<file path="config.mk">
export PLATFORM = sky130hd
export DESIGN_NAME = probe_driven_level_sequencer
export DESIGN_NICKNAME = d
export VERILOG_FILES = /design/src/rtl/pdls_pkg.sv /design/src/rtl/pdls_step.sv /design/src/rtl/probe_driven_level_sequencer.sv
export SDC_FILE = /design/constraint.sdc
export NUM_CORES = 1
export LEC_CHECK = 0
export ABC_CLOCK_PERIOD_IN_PS = 6550
export BUFFER_PORTS_ARGS = -buffer_cell sky130_fd_sc_hd__buf_2
export CORE_MARGIN = 2
export CORE_UTILIZATION = 40
export DETAILED_ROUTE_END_ITERATION = 8
export PLACE_DENSITY_LB_ADDON = 0.12
export SLEW_MARGIN = 30
export SYNTH_ARGS = -nofsm -noshare
export SYNTH_HDL_FRONTEND = slang
export SYNTH_SLANG_ARGS = --single-unit
</file>
<file path="constraint.sdc">
create_clock -name clk -period 6.55 [get_ports clk]
set_input_delay 0.655 -clock clk [delete_from_list [all_inputs] [get_ports clk]]
set_output_delay 0.655 -clock clk [all_outputs]
set_load 0.02 [all_outputs]
</file>
<file path="src/rtl/pdls_pkg.sv">
package pdls_pkg;

  // Width of every configuration register and of the drive field on the result channel.
  localparam int CFG_W = 16;

  // Probe reading codes.
  localparam logic [1:0] READ_NONE = 2'd0;
  localparam logic [1:0] READ_LOW  = 2'd1;
  localparam logic [1:0] READ_MID  = 2'd2;
  localparam logic [1:0] READ_HIGH = 2'd3;

  // Configuration register indexes.
  localparam logic [1:0] REG_TARGET = 2'd0;
  localparam logic [1:0] REG_SPREAD = 2'd1;
  localparam logic [1:0] REG_STEP   = 2'd2;
  localparam logic [1:0] REG_DELAY  = 2'd3;

  // Sequencer modes, encoded as they appear on the result channel.
  typedef enum logic [2:0] {
    MODE_IDLE     = 3'd0,
    MODE_SETTLE   = 3'd1,
    MODE_LOW      = 3'd2,
    MODE_LOWRAMP  = 3'd3,
    MODE_MID      = 3'd4,
    MODE_HIGHRAMP = 3'd5,
    MODE_HIGH     = 3'd6
  } mode_t;

  // Register file as seen by the step logic.
  typedef struct packed {
    logic [CFG_W-1:0] target_level;
    logic [CFG_W-1:0] level_spread;
    logic [CFG_W-1:0] ramp_step;
    logic [CFG_W-1:0] settle_delay;
  } cfg_t;

endpackage

</file>
<file path="src/rtl/pdls_step.sv">
module pdls_step
  import pdls_pkg::*;
#(
  parameter int LEVEL_WIDTH = 16,
  parameter int COUNT_WIDTH = 16
) (
  input  cfg_t                   cfg,
  input  mode_t                  mode_i,
  input  logic [COUNT_WIDTH-1:0] count_i,
  input  logic [LEVEL_WIDTH-1:0] drive_i,
  input  logic [1:0]             reading_i,
  output mode_t                  mode_o,
  output logic [COUNT_WIDTH-1:0] count_o,
  output logic [LEVEL_WIDTH-1:0] drive_o
);

  localparam int LW = LEVEL_WIDTH;
  localparam int NW = COUNT_WIDTH;
  // Wide enough to compare the incremented count with the delay register exactly.
  localparam int XW = ((NW > CFG_W) ? NW : CFG_W) + 1;

  logic [LW-1:0] tgt;
  logic [LW-1:0] spr;
  logic [LW-1:0] stp;
  logic [LW-1:0] lo_lvl;
  logic [LW-1:0] hi_lvl;
  logic [LW:0]   hi_sum;
  logic [LW:0]   lo_plus;
  logic [LW:0]   tgt_plus;
  logic [LW:0]   d_plus;
  logic [LW-1:0] d_minus;
  logic          below_lo;
  logic          above_tgt;
  logic          below_tgt;
  logic          above_hi;
  logic [NW:0]   cnt_inc;
  logic          settle_done;

  // Effective register values at the level width.
  assign tgt = LW'(cfg.target_level);
  assign spr = LW'(cfg.level_spread);
  assign stp = LW'(cfg.ramp_step);

  // Low and high levels, saturated at zero and at the level maximum.
  assign lo_lvl = (spr >= tgt) ? '0 : (tgt - spr);
  assign hi_sum = {1'b0, tgt} + {1'b0, spr};
  assign hi_lvl = hi_sum[LW] ? '1 : hi_sum[LW-1:0];

  // Ramp sums carry one extra bit so that the end-level compares never wrap.
  assign lo_plus  = {1'b0, lo_lvl} + {1'b0, stp};
  assign tgt_plus = {1'b0, tgt} + {1'b0, stp};
  assign d_plus   = {1'b0, drive_i} + {1'b0, stp};
  assign d_minus  = drive_i - stp;

  assign below_lo  = {1'b0, drive_i} < lo_plus;
  assign above_tgt = d_plus > {1'b0, tgt};
  assign below_tgt = {1'b0, drive_i} < tgt_plus;
  assign above_hi  = d_plus > {1'b0, hi_lvl};

  // Settling count: exact increment for the compare, saturated for storage.
  assign cnt_inc     = {1'b0, count_i} + {{NW{1'b0}}, 1'b1};
  assign settle_done = XW'(cnt_inc) > XW'(cfg.settle_delay);

  // Next mode.
  always_comb begin
    mode_o = mode_i;
    if (reading_i == READ_NONE) begin
      mode_o = MODE_IDLE;
    end else begin
      unique case (mode_i)
        MODE_SETTLE: begin
          mode_o = settle_done ? MODE_LOW : MODE_SETTLE;
        end
        MODE_LOW: begin
          if (reading_i == READ_MID) begin
            mode_o = MODE_LOWRAMP;
          end else if (reading_i == READ_HIGH) begin
            mode_o = MODE_MID;
          end
        end
        MODE_LOWRAMP: begin
          if (reading_i == READ_LOW) begin
            mode_o = below_lo ? MODE_LOW : MODE_LOWRAMP;
          end else if (reading_i == READ_MID) begin
            mode_o = above_tgt ? MODE_MID : MODE_LOWRAMP;
          end else begin
            mode_o = MODE_HIGHRAMP;
          end
        end
        MODE_MID: begin
          if (reading_i == READ_LOW) begin
            mode_o = MODE_LOWRAMP;
          end else if (reading_i == READ_HIGH) begin
            mode_o = MODE_HIGHRAMP;
          end
        end
        MODE_HIGHRAMP: begin
          if (reading_i == READ_LOW) begin
            mode_o = MODE_LOW;
          end else if (reading_i == READ_MID) begin
            mode_o = below_tgt ? MODE_MID : MODE_HIGHRAMP;
          end else begin
            mode_o = above_hi ? MODE_HIGH : MODE_HIGHRAMP;
          end
        end
        MODE_HIGH: begin
          if (reading_i == READ_LOW) begin
            mode_o = MODE_LOWRAMP;
          end else if (reading_i == READ_MID) begin
            mode_o = MODE_HIGHRAMP;
          end
        end
        default: begin
          // Idle, or any code that does not name a mode, starts settling.
          mode_o = MODE_SETTLE;
        end
      endcase
    end
  end

  // Drive value and settling count.
  always_comb begin
    drive_o = drive_i;
    count_o = count_i;
    if (reading_i == READ_NONE) begin
      drive_o = '0;
    end else begin
      unique case (mode_i)
        MODE_SETTLE: begin
          count_o = cnt_inc[NW] ? '1 : cnt_inc[NW-1:0];
        end
        MODE_LOW: begin
          drive_o = lo_lvl;
        end
        MODE_LOWRAMP: begin
          if (reading_i == READ_LOW) begin
            drive_o = below_lo ? lo_lvl : d_minus;
          end else if (reading_i == READ_MID) begin
            drive_o = above_tgt ? tgt : d_plus[LW-1:0];
          end
        end
        MODE_MID: begin
          drive_o = tgt;
        end
        MODE_HIGHRAMP: begin
          if (reading_i == READ_MID) begin
            drive_o = below_tgt ? tgt : d_minus;
          end else if (reading_i == READ_HIGH) begin
            drive_o = above_hi ? hi_lvl : d_plus[LW-1:0];
          end
        end
        MODE_HIGH: begin
          drive_o = hi_lvl;
        end
        default: begin
          // Entering settling clears both the count and the drive.
          drive_o = '0;
          count_o = '0;
        end
      endcase
    end
  end

endmodule

</file>
<file path="src/rtl/probe_driven_level_sequencer.sv">
// Channel   Direction  Handshake               Payload
// in_       slave      in_tvalid / in_tready   in_tdata:  probe_reading
// out_      master     out_tvalid / out_tready out_tdata: drive_level, mode_code
// cfg_      slave      cfg_valid / cfg_ready   cfg_index, cfg_data
//
// Each accepted sample produces one result transaction, registered in the cycle after it is accepted.
// The mode, count and drive registers double as the result register, so a new
// sample is taken in the same cycle as the previous result is taken: one sample a cycle.
// A stalled result holds the input channel off until out_tready returns.
// Synchronous active-low reset puts the block in idle with drive zero and loads
// the register defaults; the configuration port is always ready.
module probe_driven_level_sequencer
  import pdls_pkg::*;
#(
  parameter int LEVEL_WIDTH = 16,
  parameter int COUNT_WIDTH = 16
) (
  input  logic        clk,
  input  logic        rst_n,
  input  logic        in_tvalid,
  output logic        in_tready,
  input  logic [7:0]  in_tdata,   // [1:0] probe_reading, [7:2] zero
  output logic        out_tvalid,
  input  logic        out_tready,
  output logic [23:0] out_tdata,  // [15:0] drive_level, [18:16] mode_code, [23:19] zero
  input  logic        cfg_valid,
  output logic        cfg_ready,
  input  logic [1:0]  cfg_index,
  input  logic [15:0] cfg_data
);

  cfg_t                   cfg_r;
  mode_t                  mode_r;
  mode_t                  mode_nxt;
  logic [COUNT_WIDTH-1:0] count_r;
  logic [COUNT_WIDTH-1:0] count_nxt;
  logic [LEVEL_WIDTH-1:0] drive_r;
  logic [LEVEL_WIDTH-1:0] drive_nxt;
  logic                   out_valid_r;
  logic                   in_fire;

  // Configuration writes.
  assign cfg_ready = 1'b1;

  always_ff @(posedge clk) begin
    if (!rst_n) begin
      cfg_r.target_level <= '0;
      cfg_r.level_spread <= '0;
      cfg_r.ramp_step    <= CFG_W'(1);
      cfg_r.settle_delay <= '0;
    end else if (cfg_valid) begin
      unique case (cfg_index)
        REG_TARGET: cfg_r.target_level <= cfg_data;
        REG_SPREAD: cfg_r.level_spread <= cfg_data;
        REG_STEP:   cfg_r.ramp_step    <= cfg_data;
        REG_DELAY:  cfg_r.settle_delay <= cfg_data;
      endcase
    end
  end

  // A sample is taken when the result slot is empty or is being emptied.
  assign in_tready = !out_valid_r || out_tready;
  assign in_fire   = in_tvalid && in_tready;

  pdls_step #(
    .LEVEL_WIDTH (LEVEL_WIDTH),
    .COUNT_WIDTH (COUNT_WIDTH)
  ) u_step (
    .cfg       (cfg_r),
    .mode_i    (mode_r),
    .count_i   (count_r),
    .drive_i   (drive_r),
    .reading_i (in_tdata[1:0]),
    .mode_o    (mode_nxt),
    .count_o   (count_nxt),
    .drive_o   (drive_nxt)
  );

  // Sequencer state, which is also the result payload.
  always_ff @(posedge clk) begin
    if (!rst_n) begin
      mode_r  <= MODE_IDLE;
      count_r <= '0;
      drive_r <= '0;
    end else if (in_fire) begin
      mode_r  <= mode_nxt;
      count_r <= count_nxt;
      drive_r <= drive_nxt;
    end
  end

  // Result valid flag.
  always_ff @(posedge clk) begin
    if (!rst_n) begin
      out_valid_r <= 1'b0;
    end else if (in_fire) begin
      out_valid_r <= 1'b1;
    end else if (out_tready) begin
      out_valid_r <= 1'b0;
    end
  end

  assign out_tvalid = out_valid_r;
  assign out_tdata  = {5'b0, mode_r, CFG_W'(drive_r)};

`ifndef SYNTHESIS
  // A zero reading always lands in idle with the drive at zero.
  assert property (@(posedge clk) disable iff (!rst_n)
    in_fire && (in_tdata[1:0] == READ_NONE)
    |=> out_valid_r && (mode_r == MODE_IDLE) && (drive_r == '0))
    else $error("zero reading did not return to idle with zero drive");

  // Idle and settling never carry a drive.
  assert property (@(posedge clk) disable iff (!rst_n)
    (mode_r == MODE_IDLE) || (mode_r == MODE_SETTLE) |-> (drive_r == '0))
    else $error("drive nonzero in idle or settling");

  // Leaving idle enters settling with a cleared count.
  assert property (@(posedge clk) disable iff (!rst_n)
    in_fire && (mode_r == MODE_IDLE) && (in_tdata[1:0] != READ_NONE)
    |=> (mode_r == MODE_SETTLE) && (count_r == '0))
    else $error("settling entered without clearing the count");

  // The state only moves with an accepted sample.
  assert property (@(posedge clk) disable iff (!rst_n)
    !in_fire |=> $stable(mode_r) && $stable(drive_r) && $stable(count_r))
    else $error("state changed without an accepted sample");
`endif

endmodule
</file>
==> impl_metrics.yaml, run 1 <==
synthesis:
  synthCells: 1705
  async_reset_ff_share_pct: 0
  ys_seq_elements: 100
  yosysTopAreaCell: "ha_1"
  synth.top_cells.by_count: "nand2_1, a21oi_1, ha_1, nor2_1, inv_1"
  synth_ff_type: "dfxtp_1"
  synth_cell_type_count: 99
  yosysMostFrequentCell: "nand2_1"
  syn-cell-area_mm2: 0.0125
  synth_enable_flop_cells: 0
  yosys_warnings: 0
  syn_avg_cell_area_um2: 7.31
  ys_top_cells_by_area: "ha_1, dfxtp_1, a21oi_1, nand2_1, nor2_1"
  synth_top_cell_area_share_pct: 17.7
  ys_seq_area_share_pct: 16.1
power_and_ir_drop:
  comb_power_share_pct: 38.5
  power_density_mw_per_mm2: 145
  ir_drop_v: 0.000146
  clkPwrFrac_pct: 29.0
  p_int_mw: 1.17
  p_sw_share_pct: 40.4
  p_leak_nw: 5.94
  p_seq_share_pct: 32.5
  power_switching_mw: 0.794
timing:
  finalSetupViolations: 0
  max_freq_mhz: 162
  hold_slack_ns: 0.459
  fin_crit_ns: 6.18
  slew_viol_final: 0
  tightest_slew_ns: 0.972
  hold_viol_final: 0
  slew_headroom_pct: 35.2
  fin_crit_sh_pct: 94.3
  finClkSkew_ns: 0.0135
floorplanning:
  die_w_um: 181
  die-area_mm2: 0.0326
  start_util_pct: 40.6
  die_h_um: 181
  row_count: 64
  boundaryPins: 58
  coreArea_mm2: 0.0307
cells_and_area:
  drive_above_1_share_pct: 10.9
  diodes: 0
  fill_cells: 3278
  fin_cells: 2146
  layout.nets: 1958
  area_delta_synth_final_pct: 9.13
route:
  finalWirelength_um: 43500
  wl_per_cell_um: 20.3
  vias_per_cell: 5.85
  drcViolationCount: 0
  drtAntennaViolNets: 0
  first_pass_iters: 5
  drt_iter0_drc: 1027
  vias: 12546
place:
  place_congestion: 0.940
  dpl.hpwl_um: 35500
  numPortBuffers: 45
  placed_cells: 2125
worst_setup_path:
  endpoint_kind: "flop"
  worstSetupPathType: "flop to flop"
  critical_path_buf_inv_count: 4
  cp-start-kind: "flop"
  cp.required_ns: 6.81
  slowest_stage: "fa_2"
  critPathTopFamily: "compound AO/OA/AOI/OAI gates"
  worstPathArrival_ns: 6.44
  critPathMaxStageDelay_ns: 0.41
  cp_max_fo: 11
global_route:
  grt_max_degree: 82
  grtUsageTotal_pct: 26.4
  antenna_found_initial: 0
  grt_pass1_vias: 12101
  grt_pass1_wl_um: 67800
  grt_overflow: 0
run_status:
  status: "complete, no violations"
cts:
  cts.clk_slew.worst_paths_ns: 0.08
  h-tree-depth: 3
  clk_latency_ns: 0.37
  clock_path_buffers: 2
  cts_buffers: 9
  clockRootBuffer: "clkbuf_16"
  cts_tree: "done"
  cts_hold_buf: 0
  clock_sinks: 100
flow_run:
  drv_cap: 0
hold_path:
  hold_path.class: "flop to flop"
## worst min-delay path, stage by stage, from the launching register on
cell,delay [ns]
dfxtp_1,0.31
nand2_1,0.05
a21oi_1,0.05
## state kept, by name, summed over array words and instances (netlist names)
name	flops
count_r	16
mode_r	3
out_tvalid	1
drive_r	16
cfg_r	64
## through the flow
step	power, mW	utilization (%)	cell area [um2]	setup TNS, ns	setup WS [ns]
floorplan	1.16	-	12500	0	0.501
global placement	1.38	43.1	13200	0	0.331
detailed placement	1.38	43.1	13200	0	0.246
CTS	1.95	44.1	13500	0	0.230
global route	2.07	44.4	13600	-0.0250	-0.0250
finish	1.97	44.4	13600	0	0.370
## cell usage in the layout (no fill, tap or decap), types with 45 or more instances in the layout
cell type    n
a21oi_1    182
buf_2       45
buf_4       64
dfxtp_1    100
ha_1       176
inv_1      116
nand2_1    222
nor2_1     137
o21ai_0     97
xnor2_1     55
## path summary, 6_finish.rpt
kind	from	endpoint	slack, ns	cells after the start
worst min-delay path	cfg_r[2]	cfg_r[2]	0.46	2
worst min register to register	cfg_r[2]	cfg_r[2]	0.46	2
worst max-delay path	cfg_r[48]	drive_r[1]	0.37	30
worst max register to register	cfg_r[48]	drive_r[1]	0.37	30
## per-layer routing
metal | vias to the layer above | routed length [um] | GRT usage [%] | part of all wire (%)
li1 | 6155 | - | - | -
met1 | 5900 | 20400 | 36.5 | 47
met2 | 429 | 18800 | 41.8 | 43
met3 | 62 | 3060 | 4.30 | 7.0
met4 | 0 | 1250 | 8.94 | 2.9
met5 | - | 0 | 0 | 0
## logic make-up after synthesis
group	after synthesis	synth area share, %
xor+xnor	93	6.65
mux	19	1.60
buf+inv	201	6.92
flops	100	16.1
other cells	2	0.0602
fa+ha+maj	183	18.7
simple gates	584	22.1
compound gates	523	27.9
## power groups by stage
| stage | Sequential, mW | Clock, mW | Combinational, mW |
|---|---|---|---|
| 5_1_grt | 0.641 | 0.602 | 0.829 |
| 6_report | 0.639 | 0.570 | 0.757 |
| 4_1_cts | 0.639 | 0.580 | 0.732 |
| 2_1_floorplan | 0.650 | 0 | 0.512 |
| 3_5_place_dp | 0.653 | 0 | 0.729 |
| 3_3_place_gp | 0.653 | 0 | 0.724 |
## cell type report
type                       instances  area, um2  share of cell area [%]
clock buffer                       9        225                    1.66
clock inverter                     7       73.8                   0.543
inverter                         117        439                    3.23
multi-input combinational       1408       9660                    71.0
sequential                       100       2000                    14.7
tap                              396        495                    3.64
timing repair buffer             109        706                    5.19
## what timing repair did
action | CTS | global route
hold endpoints to repair | 0 | 0
endpoints found under the setup margin | 0 | 17
setup buffers | 0 | 5
gates resized for setup | 0 | 8
Note: power is estimated with default switching activity, not from simulation.
==> run 2: changes to the inputs <==
- ABC_AREA: not set -> 1
==> run 2 against run 1 <==
Power increased by 12%. Sequential share of layout area increased by 0.36 points. Clock power increased by 2%. Via count increased by 4.6%. Sequential power increased by 2%.
==> impl_metrics.yaml, run 2 <==
run_status:
  status: "complete, no violations"
worst_setup_path:
  endpoint_kind: "flop"
  cp-start-kind: "flop"
  path_common_cell: "nand2_1"
  cp.required_ns: 6.84
  rrSetupSlack_ns: 0.65
  worstPathArrival_ns: 6.20
  slowest_stage: "ha_1"
  worstSetupPathType: "flop to flop"
  critPathMaxStageDelay_ns: 0.49
  cp_max_fo: 15
floorplanning:
  die-area_mm2: 0.0325
  row_count: 64
  start_util_pct: 40.6
  boundaryPins: 58
  coreArea_mm2: 0.0306
  die_w_um: 180
  die_h_um: 180
timing:
  rsz0062_at_grt: "false"
  hold_viol_final: 0
  fin_crit_sh_pct: 90.1
  slew_headroom_pct: 38.0
  tns_ns: 0
  max_freq_mhz: 169
  finalSetupViolations: 0
  slew_viol_final: 0
  tightest_slew_ns: 0.927
  fin_crit_ns: 5.90
  finClkSkew_ns: 0.0150
synthesis:
  async_reset_ff_share_pct: 0
  yosys.area_share.xor_xnor_pct: 5.56
  synthMuxAreaShare_pct: 0
  ys_seq_area_share_pct: 16.1
  ys_seq_elements: 100
  syn-cell-area_mm2: 0.0124
  synth_enable_flop_cells: 0
  synth_top_cell_area_share_pct: 17.7
  yosysTopAreaCell: "ha_1"
  yosysMostFrequentCell: "nand2_1"
  synthCells: 1953
  ys_top_cells_by_area: "ha_1, dfxtp_1, nand2_1, a21oi_1, inv_1"
  synth.top_cells.by_count: "nand2_1, inv_1, a21oi_1, ha_1, nand3_1"
  synth-compound-area-share_pct: 19.2
  syn_avg_cell_area_um2: 6.37
  synth_simple_gate_area_share_pct: 29.3
  synth_cell_type_count: 57
  yosys_warnings: 0
  synth_adder_area_share_pct: 18.7
  synth_ff_type: "dfxtp_1"
  synth_top_family_by_area: "simple AND/OR/NAND/NOR gates"
cells_and_area:
  register_area_mm2: 0.00200
  fin_cells: 2366
  area_delta_synth_final_pct: 6.80
  drive_above_1_share_pct: 6.80
  largest_reg_flops: 64
  fill_cells: 3372
  layout_commonest_cell: "nand2_1"
  reg_top3: "cfg_r x64, count_r x16, drive_r x16"
  most-common-layout-cells: "nand2_1, inv_1, a21oi_1, ha_1, nand3_1"
  layout.nets: 2178
  top_register: "cfg_r"
  multi_input_area_mm2: 0.00909
  diodes: 0
  design_area_mm2: 0.0133
  utilization_pct: 43.4
global_route:
  grt_pass1_wl_um: 71000
  grtUsageTotal_pct: 28.1
  grt_overflow: 0
  grt_max_degree: 65
  antenna_found_initial: 0
  grt_pass1_vias: 12413
route:
  finalWirelength_um: 46400
  top_layer_used: "met4"
  vias_per_cell: 5.54
  wl_per_cell_um: 19.6
  wl_met1_um: 21500
  drt_iter0_drc: 1061
  vias: 13117
  wl_met3_um: 2940
  route.met2.wl_um: 20300
  first_pass_iters: 6
  drtAntennaViolNets: 0
  drcViolationCount: 0
hold_path:
  hold_path.class: "flop to flop"
place:
  numPortBuffers: 45
  place_congestion: 0.972
  placed_cells: 2350
  dpl.hpwl_um: 38100
  placed_area_mm2: 0.0130
power_and_ir_drop:
  p_int_mw: 1.21
  p_sw_share_pct: 45.1
  clkPwrFrac_pct: 26.5
  power_density_mw_per_mm2: 165
  power_switching_mw: 0.989
  p_seq_share_pct: 29.6
  comb_power_share_pct: 43.8
  ir_drop_v: 0.000116
  p_leak_nw: 6.79
cts:
  clock_sinks: 100
  h-tree-depth: 3
  clockRootBuffer: "clkbuf_16"
  clock_path_buffers: 2
  cts_buffers: 9
  cts_tree: "done"
  post_cts_resized: 0
  cts_hold_buf: 0
  cts.clk_slew.worst_paths_ns: 0.09
  clk_latency_ns: 0.38
  cts_setup_buffers: 0
flow_run:
  drv_cap: 0
run 2: cell types whose count changed after synthesis, sizes merged, moves of 31 or more:
cell / before / now
inv: 117 / 268
nand3: 43 / 146
a21o: 43 / 7
xnor2: 57 / 16
nor2b: 32 / 1
a21oi: 186 / 225
nand2: 222 / 436
run 2: final timing paths:
check / from / to / depth (start not counted)
min: cfg_r[2] / cfg_r[2] / 2
max reg2reg: cfg_r[53] / drive_r[0] / 37
min reg2reg: cfg_r[2] / cfg_r[2] / 2
max: cfg_r[53] / drive_r[0] / 37
run 2: final cells by class:
class	count	area share, %
multi-input cells	1520	68.5
flip-flops and latches	100	15.1
inverters	268	7.57
well taps	396	3.73
repair buffers	66	2.88
clock buffers	10	1.80
clock inverters	6	0.480
run 2: power by group through the flow:
stage	registers, mW	logic, mW	clock network [mW]
final	0.650	0.961	0.582
after global placement	0.664	0.931	0
after detailed placement	0.664	0.941	0
after floorplan	0.659	0.670	0
after global routing	0.653	1.07	0.617
after CTS	0.650	0.946	0.596
run 2: metrics by stage:
stage	total power [mW]	hold WS, ns	worst slack, ns
after floorplan	1.33	0.428	1.47
after global placement	1.59	0.457	0.754
after detailed placement	1.60	0.459	0.706
after CTS	2.19	0.471	0.673
after global routing	2.34	0.496	0.0666
final	2.19	0.468	0.648
run 2: kinds of logic (layout without fill, tap and decap cells):
group,Yosys count,count (layout)
flip-flops,100,100
XOR/XNOR,79,79
other,2,6
AND/OR/NAND/NOR,818,818
adder cells (fa/ha/maj),182,182
AO/OA/AOI/OAI,435,435
buffers and inverters,337,350
run 2: worst max-delay path, delay by kind of cell, from the launching register on:
family	cells	cell delay, ns
simple gates	24	2.70
buf+inv	4	0.60
flops	1	0.45
compound gates	4	0.56
fa+ha+maj	4	1.40
xor+xnor	1	0.10
run 2: per-layer routing:
| metal | GRT usage, % | vias to the layer above |
|---|---|---|
| li1 | - | 6525 |
| met3 | 3.42 | 86 |
| met1 | 39.0 | 6080 |
| met5 | 0 | - |
| met4 | 9.87 | 0 |
| met2 | 44.7 | 426 |
==> run 3: changes to the inputs <==
- PLACE_DENSITY: not set -> 0.63
- PLACE_DENSITY_LB_ADDON: 0.12 -> not set
==> run 3 against run 2 <==
The run now ends with DRC left. Cell area about the same. Setup slack got worse by 0.066 ns. First-iteration DRC count decreased by 4.8%. Non-clock buffer count decreased by 3. Sequential power about the same. Via count increased by 0.32%.
==> impl_metrics.yaml, run 3 (same netlist as run 2, synthesis figures left out) <==
place:
  placed_cells: 2347
  place_congestion: 0.994
  numPortBuffers: 45
  dpl.hpwl_um: 37100
  place_ws_ns: 0.793
  placed_area_mm2: 0.0130
floorplanning:
  die_h_um: 180
  die_w_um: 180
  coreArea_mm2: 0.0306
  boundaryPins: 58
  row_count: 64
  start_util_pct: 40.6
  die-area_mm2: 0.0325
worst_setup_path:
  rr_endpoint: "drive_r[0]"
  rrSetupSlack_ns: 0.58
  cp.required_ns: 6.85
  endpoint_kind: "flop"
  worstSetupPathType: "flop to flop"
  slowest_stage: "dfxtp_1"
  rr_worst_depth: 33
  rr_startpoint: "cfg_r[62]"
  cp-start-kind: "flop"
  cp_max_fo: 15
  path_common_cell: "nand2_1"
  worstPathArrival_ns: 6.27
  critPathMaxStageDelay_ns: 0.56
route:
  drt_iter0_drc: 1010
  first_pass_iters: 9
  finalWirelength_um: 44900
  drcViolationCount: 9
  vias_per_cell: 5.57
  drtAntennaViolNets: 0
  vias: 13159
  wl_per_cell_um: 19.0
timing:
  fin_crit_ns: 5.97
  slew_viol_final: 0
  finClkSkew_ns: 0.0126
  fin_ws_ns: 0.582
  fin_crit_sh_pct: 91.1
  tightest_slew_ns: 0.832
  finalSetupViolations: 0
  tns_ns: 0
  slew_headroom_pct: 44.0
  rsz0062_at_grt: "false"
  max_freq_mhz: 168
  hold_slack_ns: 0.466
  hold_viol_final: 0
power_and_ir_drop:
  finalPower_mw: 2.19
  ir_drop_v: 0.000112
  p_leak_nw: 6.78
  power_density_mw_per_mm2: 165
cells_and_area:
  drive_above_1_share_pct: 6.76
  fin_cells: 2363
  design_area_mm2: 0.0133
  diodes: 0
  layout_commonest_cell: "nand2_1"
  top_register: "cfg_r"
  most-common-layout-cells: "nand2_1, inv_1, a21oi_1, ha_1, nand3_1"
  utilization_pct: 43.4
  area_delta_synth_final_pct: 6.75
  layout.nets: 2175
  reg_top3: "cfg_r x64, count_r x16, drive_r x16"
  largest_reg_flops: 64
cts:
  clock_path_buffers: 2
  clock_sinks: 100
  h-tree-depth: 3
  cts_setup_buffers: 0
  cts_hold_buf: 0
  cts.clk_slew.worst_paths_ns: 0.09
  cts_buffers: 9
  cts_tree: "done"
  post_cts_resized: 0
  clockRootBuffer: "clkbuf_16"
  clk_latency_ns: 0.38
hold_path:
  hold_path.class: "flop to flop"
  hold_depth: 2
  min-delay-start: "cfg_r[0]"
  hold_end: "cfg_r[0]"
global_route:
  antenna_found_initial: 0
  grt_max_degree: 65
  grtUsageTotal_pct: 27.3
  grt_pass1_wl_um: 69300
  grt_overflow: 0
  grt_pass1_vias: 12366
run_status:
  status: "finished with violations"
  violations: "DRC"
flow_run:
  drv_cap: 0
[run 3: worst max-delay path by stage]
stage                     startpoint  slack [ns]           to  depth (start not counted)
after floorplan            cfg_r[48]        1.47  drive_r[15]                         39
after global routing       cfg_r[48]        0.27  drive_r[15]                         42
after detailed placement   cfg_r[62]        0.79   drive_r[0]                         31
after CTS                  cfg_r[62]        0.75   drive_r[0]                         39
final                      cfg_r[62]        0.58   drive_r[0]                         33
after global placement     cfg_r[62]        0.80   drive_r[0]                         39
[run 3: layer usage]
layer,vias up,wire (um),global-route usage (%)
li1,6524,-,-
met1,6096,20500,37.3
met2,457,19800,43.8
met3,82,3110,3.88
met4,0,1520,9.58
met5,-,0,0
[run 3: cell type report]
cell class	instances	area (um2)
fill	3338	17300
inverter	268	1010
multi-input combinational	1520	9100
clock buffer	9	225
sequential	100	2000
timing repair buffer	63	363
tap	396	495
clock inverter	7	86.3
[run 3: power by group]
part           switching, mW  total, mW  internal (mW)
sequential            0.0235      0.653          0.629
combinational          0.659      0.955          0.296
clock                  0.305      0.581          0.276
[run 3: critical path: cells and delay by family, from the launching register on]
kind | cells | cell delay [ns]
XOR/XNOR | 1 | 0.18
AND/OR/NAND/NOR | 18 | 1.92
adder cells (fa/ha/maj) | 3 | 1.14
AO/OA/AOI/OAI | 7 | 1.27
flip-flops | 1 | 0.56
buffers and inverters | 4 | 0.80
